File: config.mk
export PLATFORM = sky130hd
export DESIGN_NAME = gts_front
export DESIGN_NICKNAME = d
export VERILOG_FILES = /design/src/rtl/gts_pkg.sv /design/src/rtl/gts_front.sv
export SDC_FILE = /design/constraint.sdc
export NUM_CORES = 1
export LEC_CHECK = 0
export ABC_AREA = 1
export BUFFER_PORTS_ARGS = -buffer_cell sky130_fd_sc_hd__buf_2
export CAP_MARGIN = 20
export CORE_UTILIZATION = 52
export DETAILED_ROUTE_END_ITERATION = 6
export GPL_TIMING_DRIVEN = 0
export PLACE_DENSITY = 0.84
export SLEW_MARGIN = 20
export SYNTH_ARGS = -nofsm -noshare
export SYNTH_HDL_FRONTEND = slang
export SYNTH_SLANG_ARGS = --single-unit
File: constraint.sdc
create_clock -name clk_i -period 8.97 [get_ports clk_i]
set_input_delay 1.794 -clock clk_i [delete_from_list [all_inputs] [get_ports clk_i]]
set_output_delay 1.794 -clock clk_i [all_outputs]
set_load 0.01 [all_outputs]
File: src/rtl/gts_pkg.sv
// Shared types and constants of the glyph text search block.
package gts_pkg;

  localparam logic [1:0] OP_START  = 2'd0;
  localparam logic [1:0] OP_NEEDLE = 2'd1;
  localparam logic [1:0] OP_GLYPH  = 2'd2;
  localparam logic [1:0] OP_FINISH = 2'd3;

  localparam logic [1:0] CFG_CASE    = 2'd0;
  localparam logic [1:0] CFG_MAXM    = 2'd1;
  localparam logic [1:0] CFG_ASCENT  = 2'd2;
  localparam logic [1:0] CFG_DESCENT = 2'd3;

  localparam int CP_W    = 21;
  localparam int COORD_W = 32;
  localparam int COUNT_W = 17;
  localparam logic [COUNT_W-1:0] COUNT_MAX = '1;

  // One word handed from the front to the back.
  typedef struct packed {
    logic [1:0]         op;
    logic [7:0]         nbyte;
    logic [CP_W-1:0]    cp;
    logic [COORD_W-1:0] x;
    logic [COORD_W-1:0] y;
    logic [COORD_W-1:0] adv;
    logic [COORD_W-1:0] hgt;
  } item_t;

  typedef struct packed {
    logic               kind;
    logic [15:0]        start_idx;
    logic [15:0]        end_idx;
    logic [COORD_W-1:0] left;
    logic [COORD_W-1:0] top;
    logic [COORD_W-1:0] right;
    logic [COORD_W-1:0] bottom;
    logic [COUNT_W-1:0] count;
    logic               status;
  } result_t;

  function automatic logic [CP_W-1:0] fold_cp(input logic [CP_W-1:0] cp,
                                              input logic cs);
    if (!cs && cp >= CP_W'(8'h41) && cp <= CP_W'(8'h5A)) begin
      return cp + CP_W'(32);
    end
    return cp;
  endfunction

  // The input is wide enough for a baseline less a full-scale scaled height.
  function automatic logic signed [COORD_W-1:0] sat32(input logic signed [COORD_W+2:0] v);
    if (v > (COORD_W+3)'(signed'(32'sh7FFFFFFF))) return 32'sh7FFFFFFF;
    if (v < -(COORD_W+3)'(64'sd2147483648)) return 32'sh80000000;
    return v[COORD_W-1:0];
  endfunction

endpackage

File: src/rtl/gts_front.sv
// Front end: input word queue of two entries between the input port and the back end.
module gts_front import gts_pkg::*; (
  input  logic  clk_i,
  input  logic  rst_ni,
  input  logic  in_valid_i,
  output logic  in_ready_o,
  input  item_t in_item_i,
  output logic  q_valid_o,
  input  logic  q_ready_i,
  output item_t q_item_o
);
  item_t     mem_q [2];
  logic      wp_q, rp_q, wp_d, rp_d;
  logic [1:0] cnt_q, cnt_d;
  logic push, pop;

  assign in_ready_o = (cnt_q != 2'd2);
  assign q_valid_o  = (cnt_q != 2'd0);
  assign q_item_o   = mem_q[rp_q];
  assign push = in_valid_i && in_ready_o;
  assign pop  = q_valid_o && q_ready_i;

  always_comb begin
    wp_d  = wp_q ^ push;
    rp_d  = rp_q ^ pop;
    cnt_d = cnt_q + 2'(push) - 2'(pop);
  end

  always_ff @(posedge clk_i or negedge rst_ni) begin
    if (!rst_ni) begin
      wp_q <= 1'b0; rp_q <= 1'b0; cnt_q <= 2'd0;
    end else begin
      wp_q <= wp_d; rp_q <= rp_d; cnt_q <= cnt_d;
    end
  end

  always_ff @(posedge clk_i) begin
    if (push) mem_q[wp_q] <= in_item_i;
  end
endmodule

Word-level counts from Yosys, hierarchy flattened. Memory sizes are Yosys's and may differ from the RTL's. Cells that the tools add are included.

Bitwise operators: 2. $mul: 0. Shift operators: 0. Multiplexer cells: 2. Equal/unequal tests: 1. $add $sub $neg: 2. $lt $le $gt $ge: 0. Div/mod/pow operators: 0. Reductions and logical operators: 3.

Operator list (count): 2-bit by 1-bit adder with 2-bit output (1); 1-bit logical AND (2); 1-bit 2-to-1 mux (2); 2-bit inequality test (second input constant) (1); 2-bit nonzero test (1); 2-bit by 1-bit subtractor with 2-bit output (1); 1-bit bitwise XOR (2).

Latch bits: 0. Register bits: 4. Input port bits: 163. Memories kept: 1. RAM bits: 318. ROM bits: 0.

Memories: mem_q (words 2, width 159, rd ports 1, clocked after Yosys merged registers in 0, write ports 1, line gts_front.sv:12) `item_t mem_q [2];`.

Logic depth before layout (Yosys ltp). Gate-level depths: netlist of run 1.

Depth after elaboration: 4. Mapped depth: 13. Depth with buffers taken out: 13.

Worst setup path after synthesis of run 1. OpenSTA, ideal clock, no wires.

Path kind: in2reg. Start: input port in_valid_i. End: memory mem_q[1][0] in the netlist's numbering (enable). Path buffers: 0. Arrival time: 8489 ps. Cell stages on the path: 2. Setup slack: -199 ps. Cell sequence: nand2_1 > nor2_1.

Longest elaborated chain between the ends: 3.

RTL lines: start: declaration (line gts_front.sv:5) `input logic in_valid_i,`; 1-bit logical AND (line gts_front.sv:20) `assign push = in_valid_i && in_ready_o;`; 1-bit 2-to-1 mux (line gts_front.sv:38) `if (push) mem_q[wp_q] <= in_item_i;`; 1-bit 2-to-1 mux (not written as such) (line gts_front.sv:38); end: declaration (line gts_front.sv:12).

Every way passes these cells.

==> results of run 1 <==
-- final timing paths --
kind / end / cells past startpoint
setup / recovery: q_item_o[107] / 6
hold / removal: cnt_q[0]$_DFF_PN0_ / 1
setup reg to reg: mem_q[1][107]$_DFFE_PP_ / 7
hold reg to reg: cnt_q[0]$_DFF_PN0_ / 1
max in group asynchronous: cnt_q[0]$_DFF_PN0_ / 1
min in group asynchronous: cnt_q[1]$_DFF_PN0_ / 1
-- layer usage --
layer | vias up | track usage
met5 | - | 0
met2 | 325 | 0.394
met3 | 55 | 0.0663
met4 | 2 | 0.0798
met1 | 3504 | 0.241
li1 | 3652 | -
-- report_power, final --
| part | internal, mW | switching, mW | total [mW] |
|---|---|---|---|
| clock network | 0.685 | 0.499 | 1.18 |
| logic | 0.626 | 1.13 | 1.75 |
| registers | 2.05 | 0.0777 | 2.13 |
| total | 3.36 | 1.70 | 5.07 |
-- layout by cell type, fill, tap and decap left out --
cell type  count
nand2_1      487
buf_2        341
edfxtp_1     318
clkbuf_16     31
buf_6         11
clkbuf_1      10
inv_1          9
buf_16         7
buf_4          6
clkinv_1       6
diode_2        5
clkinv_2       4
dfrtp_1        4
buf_12         3
nor2_1         2
bufinv_16      2
inv_4          1
o21ai_0        1
nand3_1        1
xor2_1         1
nor2_4         1
ha_1           1
ha_4           1
-- cells by family after synthesis --
logic type / Yosys count
AO/OA/AOI/OAI: 1
XOR/XNOR: 1
adder cells (fa/ha/maj): 2
buffers and inverters: 45
flip-flops: 322
AND/OR/NAND/NOR: 491
-- registers in the layout (all words and copies together), names as in the netlist --
name,flops
wp_q,1
cnt_q,2
rp_q,1
mem_q,318
-- cell type report --
| cell class | count | area share |
|---|---|---|
| clock inverter | 12 | 0.00684 |
| inverter | 10 | 0.00267 |
| timing repair buffer | 333 | 0.125 |
| sequential | 322 | 0.643 |
| multi-input combinational | 495 | 0.127 |
| antenna | 5 | 0.000834 |
| buffer | 35 | 0.0173 |
| tap | 280 | 0.0234 |
| clock buffer | 41 | 0.0542 |
-- stage by stage --
stage | area (µm²) | power (mW) | cells
final | 15000 | 5.07 | 1533
after global routing | 15000 | 5.34 | 1531
after CTS | 15000 | 5.12 | 1528
after detailed placement | 14100 | 3.93 | 1475
after global placement | 13800 | 3.89 | 1465
after floorplan | 11800 | 3.16 | 862
==> flow_metrics.tcl, run 1 <==
set metrics [dict create \
    reg2reg_slack_ns 6.64 \
    synth_nets 1027 \
    synth_commonest_cells "487 x nand2_1, 318 x edfxtp_1, 18 x buf_2, 11 x buf_6, 9 x inv_1" \
    cpPeakStageDelay_ns 0.32 \
    slowest_stage "dfrtp_1" \
    worstSkewPairLatency_ns 0.54 \
    top_layer "met5" \
    crit_path_cell_trace "buf_4 -> buf_4 -> buf_2 -> nand2_1 -> nand2_1 -> buf_2" \
    p_leak_nw 6.53 \
    clock.fmax_mhz 269 \
    grt_usage 0.218 \
    hold_path_class "register to register" \
    synth_area_leaders "edfxtp_1 81%, nand2_1 15%, buf_6 1.0%" \
    worstSetupEndpointType "output pin" \
    route.met2.wl_mm 13.4 \
    die_width_um 153 \
    clockRootBuffer "clkbuf_16" \
    die_h_um 153 \
    yosys_warnings 0 \
    htreeDepth 1 \
    crit_buf_inv 4 \
    finClkSkew_ns 0.00719 \
    final_core_util 0.679 \
    outcome "finished, final reports clean" \
    yosys.area_share.simple 0.156 \
    grt_pass1_vias 7687 \
    ys.flop_type "edfxtp_1" \
    first_pass_iters 5 \
    synth-seq-area-share 0.816 \
    numCtsBuffers 30 \
    ys_ff_latch 322 \
    grt_overflow 0 \
    clock-sinks 322 \
    synthesis.area_um2 11800 \
    required_ns 7.18 \
    vias 7538 \
    met1_length_mm 9.23 \
    cts_tree "built" \
    cp.arrival_ns 1.92 \
    grt_setup_unrepaired "no" \
    die_area_um2 23400 \
    setup_viol 0 \
    synth_edf_count 318 \
    grt_max_degree 51 \
    drc 0 \
    fin_crit_sh 0.414 \
    regToRegStartpoint "cnt_q[1]$_DFF_PN0_" \
    critPathMaxFanout 10 \
    cts_resized 0 \
    synth.most_common_cell "nand2_1" \
    port_buffers 323 \
    pre_cts_ws_ns 5.26 \
    critPathTopFamily "buffers and inverters" \
    detailed_place_hpwl_mm 17.6 \
    fp.coreArea_um2 22100 \
    syn_inst 862 \
    cts_setup_buffers 0 \
    clk_path_buf_depth 3 \
    synth_top_area_cell "edfxtp_1" \
    hold_violations 0 \
    clk_pin_slew_ns 0.06 \
    hold_ws_ns 0.558 \
    layout-drive-gt1-share 0.327 \
    gp_congestion 0.778 \
    drt_iter0_drc 378 \
    maxCapViolCount 0 \
    startpoint "rp_q$_DFF_PN0_" \
    critPathLaunchType "register" \
    maxSlewHeadroom 0.567 \
    fp-row-count 54 \
    wire_per_inst_um 16.8 \
    hold_start "cnt_q[0]$_DFF_PN0_" \
    totalNegativeSetupSlack_ns 0 \
    grt_pass1_wl_mm 39.1 \
    multi_input_area_um2 1900 \
    regArea_um2 9650 \
    num_io_pins 324 \
    tightest_slew_ns 0.648 \
    synth_cell_types 13 \
    synth.avg_cell_area_um2 13.7 \
    antenna_found_initial 6 \
    routed_wirelength_mm 25.7 \
    start_util 0.536 \
    final_nets 1392 \
    synth_mux_area_frac 0 \
    synth_xor_area_frac 0.000740 \
    synth_top_family_by_area "simple AND/OR/NAND/NOR gates" \
    path_class "register to output pin" \
    synth-compound-area-share 0.000423 \
    min_period_ns 3.71 \
    fillers 1515 \
    peakVddDrop_mv 0.265 \
    drv_slew 0 \
    wl_met3_mm 2.31 \
    synth_top_area_share 0.807 \
    power_density_nw_per_um2 338 \
    setup_slack_ns 5.26 \
    vias_per_cell 4.92 \
    area_growth_pct 26.8 \
    synthArstFlopShare 0.0124 \
    postRouteAntennaNets 0 \
    synthAdderAreaFrac 0.00212 \
    cts_hold_buf 0 \
]
Power figures use the tool's default switching activity.
==> run 2, diff against run 1 <==
--- a/config.mk
+++ b/config.mk
@@ -5,13 +5,13 @@
 export SDC_FILE = /design/constraint.sdc
 export NUM_CORES = 1
 export LEC_CHECK = 0
-export ABC_AREA = 1
+export ABC_AREA = 0
 export BUFFER_PORTS_ARGS = -buffer_cell sky130_fd_sc_hd__buf_2
 export CAP_MARGIN = 20
-export CORE_UTILIZATION = 52
+export CORE_UTILIZATION = 47
 export DETAILED_ROUTE_END_ITERATION = 6
 export GPL_TIMING_DRIVEN = 0
-export PLACE_DENSITY = 0.84
+export PLACE_DENSITY = 0.8
 export SLEW_MARGIN = 20
 export SYNTH_ARGS = -nofsm -noshare
 export SYNTH_HDL_FRONTEND = slang
==> constraint.sdc (replaced) <==
create_clock -name clk_i -period 3.2 [get_ports clk_i]
set_input_delay 0.64 -clock clk_i [delete_from_list [all_inputs] [get_ports clk_i]]
set_output_delay 0.64 -clock clk_i [all_outputs]
set_load 0.01 [all_outputs]
==> run 2 against run 1 <==
Total power grew to 2.8 times the previous value. Synthesized area rose by 2.3%. Critical path depth down 1. Utilization down 7.3 points. Clock power rose to 2.9 times the previous value. Sequential power grew to 2.8 times the previous value. Die area is 13% higher. Critical endpoint is now q_item_o[66]. Via count is 20% lower. Sequential share of layout area fell by 1.2 points.
==> flow_metrics.tcl, run 2 <==
set metrics [dict create \
    outcome "finished, final reports clean" \
    postLayoutCellArea_um2 15300 \
    yosys_warnings 0 \
    whs_endpoint "mem_q[1][49]$_DFFE_PP_" \
    fp-row-count 58 \
    reg2reg_slack_ns 1.09 \
    largest_register_ffs 318 \
    clk_path_buf_depth 3 \
    slowest_stage "dfrtp_1" \
    drt_iter0_drc 368 \
    cpPeakStageDelay_ns 0.35 \
    crit_path_cell_trace "buf_6 -> buf_6 -> buf_6 -> mux2_4 -> buf_2" \
    ys.flop_type "edfxtp_1" \
    die_area_um2 26400 \
    clockRootBuffer "clkbuf_16" \
    grt_usage 0.168 \
    detailed_place_hpwl_mm 15.8 \
    maxCapViolCount 0 \
    clk_pin_slew_ns 0.06 \
    final_core_util 0.605 \
    area_growth_pct 26.3 \
    mostFrequentLayoutCells "329 x buf_2, 318 x edfxtp_1, 100 x mux2_4" \
    required_ns 2.56 \
    grt_pass1_vias 6312 \
    p_leak_nw 6.04 \
    synth.avg_cell_area_um2 23.4 \
    final_common_cell "buf_2" \
    vias_per_cell 4.89 \
    num_io_pins 324 \
    fin_crit_sh 0.802 \
    drv_slew 0 \
    clock.fmax_mhz 390 \
    synth_commonest_cells "318 x edfxtp_1, 100 x mux2_4, 59 x mux2_2, 12 x buf_6, 6 x buf_2" \
    power_density_nw_per_um2 921 \
    cts_resized 0 \
    setup_viol 0 \
    reg.largest.list "mem_q (318), cnt_q (2)" \
    synthArstFlopShare 0.0124 \
    die_h_um 163 \
    path_class "register to output pin" \
    path_common_cell "buf_6" \
    synth_nets 683 \
    finClkSkew_ns 0.0121 \
    grt_overflow 0 \
    synth_cell_types 21 \
    hold_depth 1 \
    gp_congestion 0.723 \
    antenna_found_initial 4 \
    worstSkewPairLatency_ns 0.55 \
    synth-seq-area-share 0.797 \
    regToRegStartpoint "cnt_q[0]$_DFF_PN0_" \
    first_pass_iters 4 \
    hold_start "in_item_i[49]" \
    critPathMaxFanout 10 \
    synth_area_leaders "edfxtp_1 79%, mux2_4 12%, mux2_2 5.5%" \
    reg2reg_to "mem_q[0][139]$_DFFE_PP_" \
    critPathLaunchType "register" \
    startpoint "rp_q$_DFF_PN0_" \
    maxSlewHeadroom 0.722 \
    top_register "mem_q" \
    ys_ff_latch 322 \
    start_util 0.479 \
    htreeDepth 1 \
    dp.cells 1177 \
    worstSetupEndpointType "output pin" \
    grt_setup_unrepaired "no" \
    hold_violations 0 \
    synth.most_common_cell "edfxtp_1" \
    fp.coreArea_um2 25300 \
    tightest_slew_ns 0.417 \
    numCtsBuffers 31 \
    syn_inst 518 \
    critPathTopFamily "buffers and inverters" \
    peakVddDrop_mv 0.662 \
    cts_hold_buf 1 \
    cp.arrival_ns 1.93 \
    vias 6041 \
    fin_cells 1236 \
    hold_path_class "primary input to register" \
    synth_edf_count 318 \
    wire_per_inst_um 18.5 \
    crit_buf_inv 4 \
    synthesis.area_um2 12100 \
    synth_top_area_cell "edfxtp_1" \
    postPlaceCellArea_um2 14300 \
    min_period_ns 2.57 \
    synth_top_area_share 0.789 \
    final_nets 1046 \
    clock-sinks 322 \
    layout-drive-gt1-share 0.613 \
    port_buffers 323 \
    cts_tree "built" \
    grt_max_degree 55 \
    fin_total_pwr_mw 14.1 \
    r2r_cells 5 \
    cts_setup_buffers 0 \
    die_width_um 163 \
    grt_pass1_wl_mm 33.9 \
    postRouteAntennaNets 0 \
    drc 0 \
    routed_wirelength_mm 22.8 \
]
[run 2: worst max-delay path by stage]
stage                                    endpoint  slack (ns)  cells past startpoint
after global placement    mem_q[1][143]$_DFFE_PP_       -1.02                      2
after detailed placement  mem_q[0][143]$_DFFE_PP_        0.85                      5
final                                q_item_o[66]        0.63                      5
after floorplan             mem_q[1][0]$_DFFE_PP_        0.16                      1
after global routing                 q_item_o[66]        0.54                      5
after CTS                            q_item_o[66]        0.56                      5
[run 2: per-stage QoR]
stage	TNS [ns]	worst slack (ns)	hold WS (ns)
final	0	0.633	0.274
after global routing	0	0.543	0.248
after CTS	0	0.555	0.244
after detailed placement	0	0.847	0.459
after global placement	-160.18	-1.02	0.451
after floorplan	0	0.158	0.344
[run 2: power by group]
part,switching (mW),internal [mW]
sequential,0.223,5.75
combinational,2.33,2.30
clock,1.47,2.00
total,4.03,10.1
[run 2: layer usage]
layer / track usage / wire, µm / vias up
met5: 0 / 29 / -
met3: 0.0484 / 1870 / 49
met2: 0.309 / 12000 / 262
met1: 0.186 / 8310 / 2928
met4: 0.0553 / 591 / 4
li1: - / - / 2798
[run 2: cell families (layout without fill, tap and decap cells)]
group,count (synthesis),count (layout),share of synthesized area
other,0,2,0
buffers and inverters,20,406,0.0143
AND/OR/NAND/NOR,9,9,0.00393
multiplexers,159,159,0.179
AO/OA/AOI/OAI,4,4,0.00258
XOR/XNOR,2,2,0.00145
flip-flops,322,322,0.797
adder cells (fa/ha/maj),2,2,0.00207
[run 2: cell type report]
cell class,count,area (µm²)
antenna,2,5.00
buffer,18,165
clock buffer,34,787
clock inverter,22,181
fill,1872,9960
inverter,2,7.51
multi-input combinational,176,2300
sequential,322,9650
tap,330,413
timing repair buffer,330,1780
[run 2: worst register-to-register path: stages, from the launching register on]
cell	delay [ns]
dfrtp_1	0.43
nand2b_1	0.16
and2_1	0.18
ha_4	0.41
buf_12	0.28
buf_16	0.29
==> run 3, diff against run 2 <==
--- a/config.mk
+++ b/config.mk
@@ -5,13 +5,13 @@
 export SDC_FILE = /design/constraint.sdc
 export NUM_CORES = 1
 export LEC_CHECK = 0
-export ABC_AREA = 0
+export ABC_AREA = 1
 export BUFFER_PORTS_ARGS = -buffer_cell sky130_fd_sc_hd__buf_2
 export CAP_MARGIN = 20
-export CORE_UTILIZATION = 47
+export CORE_UTILIZATION = 52
 export DETAILED_ROUTE_END_ITERATION = 6
 export GPL_TIMING_DRIVEN = 0
-export PLACE_DENSITY = 0.8
+export PLACE_DENSITY = 0.84
 export SLEW_MARGIN = 20
 export SYNTH_ARGS = -nofsm -noshare
 export SYNTH_HDL_FRONTEND = slang
==> constraint.sdc (replaced) <==
create_clock -name clk_i -period 2.45 [get_ports clk_i]
set_input_delay 0.49 -clock clk_i [delete_from_list [all_inputs] [get_ports clk_i]]
set_output_delay 0.49 -clock clk_i [all_outputs]
set_load 0.01 [all_outputs]
==> run 3 against run 2 <==
Clock power is 45% higher. Utilization is 8.2 points higher. Global-route usage is 5.3 points higher. Non-clock buffer count is 21 higher. Via count is 27% higher. Combinational power is 39% higher. Routed wire length is 13% higher. Final cell count is 24% higher. Register-to-register slack worse by 0.61 ns. Hold slack worse by 0.10 ns. Sequential cell count stayed put. Critical path type unchanged. Largest cell class unchanged. Largest power group unchanged.
==> flow_metrics.tcl, run 3 (synthesis results as in run 1) <==
set metrics [dict create \
    totalNegativeSetupSlack_ns 0 \
    worstSkewPairLatency_ns 0.50 \
    hold_violations 0 \
    grtUsageMet3 0.0780 \
    area_growth_pct 28.4 \
    clockRootBuffer "clkbuf_16" \
    grtUsageMet1 0.243 \
    reg2reg_to "mem_q[1][112]$_DFFE_PP_" \
    clkPwrFrac 0.261 \
    gp_congestion 0.741 \
    cts_resized 0 \
    grt_busiest_layer "met2" \
    drv_slew 0 \
    min_period_ns 2.31 \
    detailed_place_hpwl_mm 17.6 \
    antenna_found_initial 6 \
    required_ns 1.96 \
    grt_overflow 0 \
    p_int_mw 12.9 \
    fp.coreArea_um2 22100 \
    worstSetupEndpointType "output pin" \
    hold_start "in_item_i[28]" \
    finClkSkew_ns 0.0223 \
    fp-row-count 54 \
    reg2reg_slack_ns 0.48 \
    num_io_pins 324 \
    p_sw_mw 6.40 \
    wire_per_inst_um 16.8 \
    tightest_slew_ns 0.730 \
    die_width_um 153 \
    htreeDepth 2 \
    top_register "mem_q" \
    r2r_cells 5 \
    clk_path_buf_depth 3 \
    p_leak_nw 6.62 \
    cts_tree "built" \
    start_util 0.536 \
    layout-drive-gt1-share 0.335 \
    pre_cts_ws_ns 0.398 \
    clk_pin_slew_ns 0.06 \
    hold_depth 1 \
    vias 7672 \
    power_density_nw_per_um2 1270 \
    postRouteAntennaNets 0 \
    clock.fmax_mhz 433 \
    critPathLaunchType "register" \
    whs_endpoint "mem_q[0][28]$_DFFE_PP_" \
    final_common_cell "nand2_1" \
    pwr-share-seq 0.405 \
    fin_cells 1538 \
    cts_hold_buf 1 \
    cts_setup_buffers 0 \
    clock-sinks 322 \
    die_area_um2 23400 \
    fin_crit_sh 0.944 \
    maxSlewHeadroom 0.512 \
    final_nets 1397 \
    drc 0 \
    power.share.switching 0.332 \
    outcome "finished, final reports clean" \
    grt_pass1_vias 7841 \
    grt_max_degree 48 \
    numCtsBuffers 34 \
    setup_slack_ns 0.138 \
    grt_usage 0.222 \
    setup_viol 0 \
    vias_per_cell 4.99 \
    regToRegStartpoint "cnt_q[1]$_DFF_PN0_" \
    hold_path_class "primary input to register" \
    first_pass_iters 4 \
    p_comb_frac 0.334 \
    mostFrequentLayoutCells "485 x nand2_1, 341 x buf_2, 318 x edfxtp_1" \
    path_class "register to output pin" \
    port_buffers 323 \
    grtUsageMet2 0.395 \
    critPathMaxFanout 10 \
    reg.largest.list "mem_q (318), cnt_q (2)" \
    grt_pass1_wl_mm 39.7 \
    die_h_um 153 \
    routed_wirelength_mm 25.8 \
    maxCapViolCount 0 \
    dp.cells 1475 \
    grt_setup_unrepaired "no" \
    peakVddDrop_mv 0.823 \
    drt_iter0_drc 439 \
    largest_register_ffs 318 \
    cp.arrival_ns 1.82 \
]
[run 3: cell types whose count changed in the layout (fill, tap and decap cells not counted), moves of 6 or more]
| cell | previous run | this run |
|---|---|---|
| mux2_2 | 59 | 0 |
| mux2_4 | 100 | 0 |
| clkbuf_16 | 31 | 37 |
| inv_1 | 2 | 9 |
| buf_2 | 329 | 341 |
| nand2_1 | 1 | 485 |
| buf_4 | 0 | 6 |
[run 3: cell type report]
class	instances	area (µm²)
Clock inverter	15	156
Clock buffer	45	956
Timing Repair Buffer	334	1860
Antenna cell	2	5.00
Sequential cell	322	9650
Tap cell	280	350
Inverter	10	40.0
Multi-Input combinational cell	495	1910
Fill cell	1507	6900
Buffer	35	259
[run 3: power by group through the flow]
stage / combinational [mW] / clock (mW) / sequential [mW]
2_1_floorplan: 3.55 / 0 / 7.94
3_3_place_gp: 6.01 / 0 / 8.03
3_5_place_dp: 6.48 / 0 / 7.91
4_1_cts: 6.53 / 5.13 / 7.80
5_1_grt: 7.09 / 5.33 / 7.89
6_report: 6.44 / 5.03 / 7.80
[run 3: worst max-delay path: stages, from the launching register on]
cell and delay, ns:
dfrtp_1 0.32, buf_4 0.16, buf_4 0.25, buf_4 0.23
nand2_1 0.06, nand2_1 0.14, buf_2 0.16
[run 3: layer usage]
layer | wire length, µm | share of wire
met3 | 2540 | 0.098
met2 | 13000 | 0.50
met4 | 904 | 0.035
met5 | 42 | 0.0016
met1 | 9340 | 0.36
[run 3: worst max-delay path by stage]
stage	from	to	slack, ns	cells after the start
global placement	in_valid_i	mem_q[1][126]$_DFFE_PP_	-2.21	3
finish	rp_q$_DFF_PN0_	q_item_o[54]	0.14	6
floorplan	cnt_q[0]$_DFF_PN0_	mem_q[1][0]$_DFFE_PP_	-0.92	4
detailed placement	in_valid_i	mem_q[1][90]$_DFFE_PP_	0.40	5
CTS	rp_q$_DFF_PN0_	q_item_o[115]	0.09	6
global route	rp_q$_DFF_PN0_	q_item_o[115]	0.02	6
[run 3: metrics by stage]
stage	power, mW	instance area, µm²	util	hold slack (ns)
floorplan	11.5	11900	-	0.194
CTS	19.5	15200	0.687	0.151
finish	19.3	15200	0.688	0.174
global placement	14.0	13800	0.625	0.299
global route	20.3	15200	0.688	0.150
detailed placement	14.4	14100	0.637	0.302
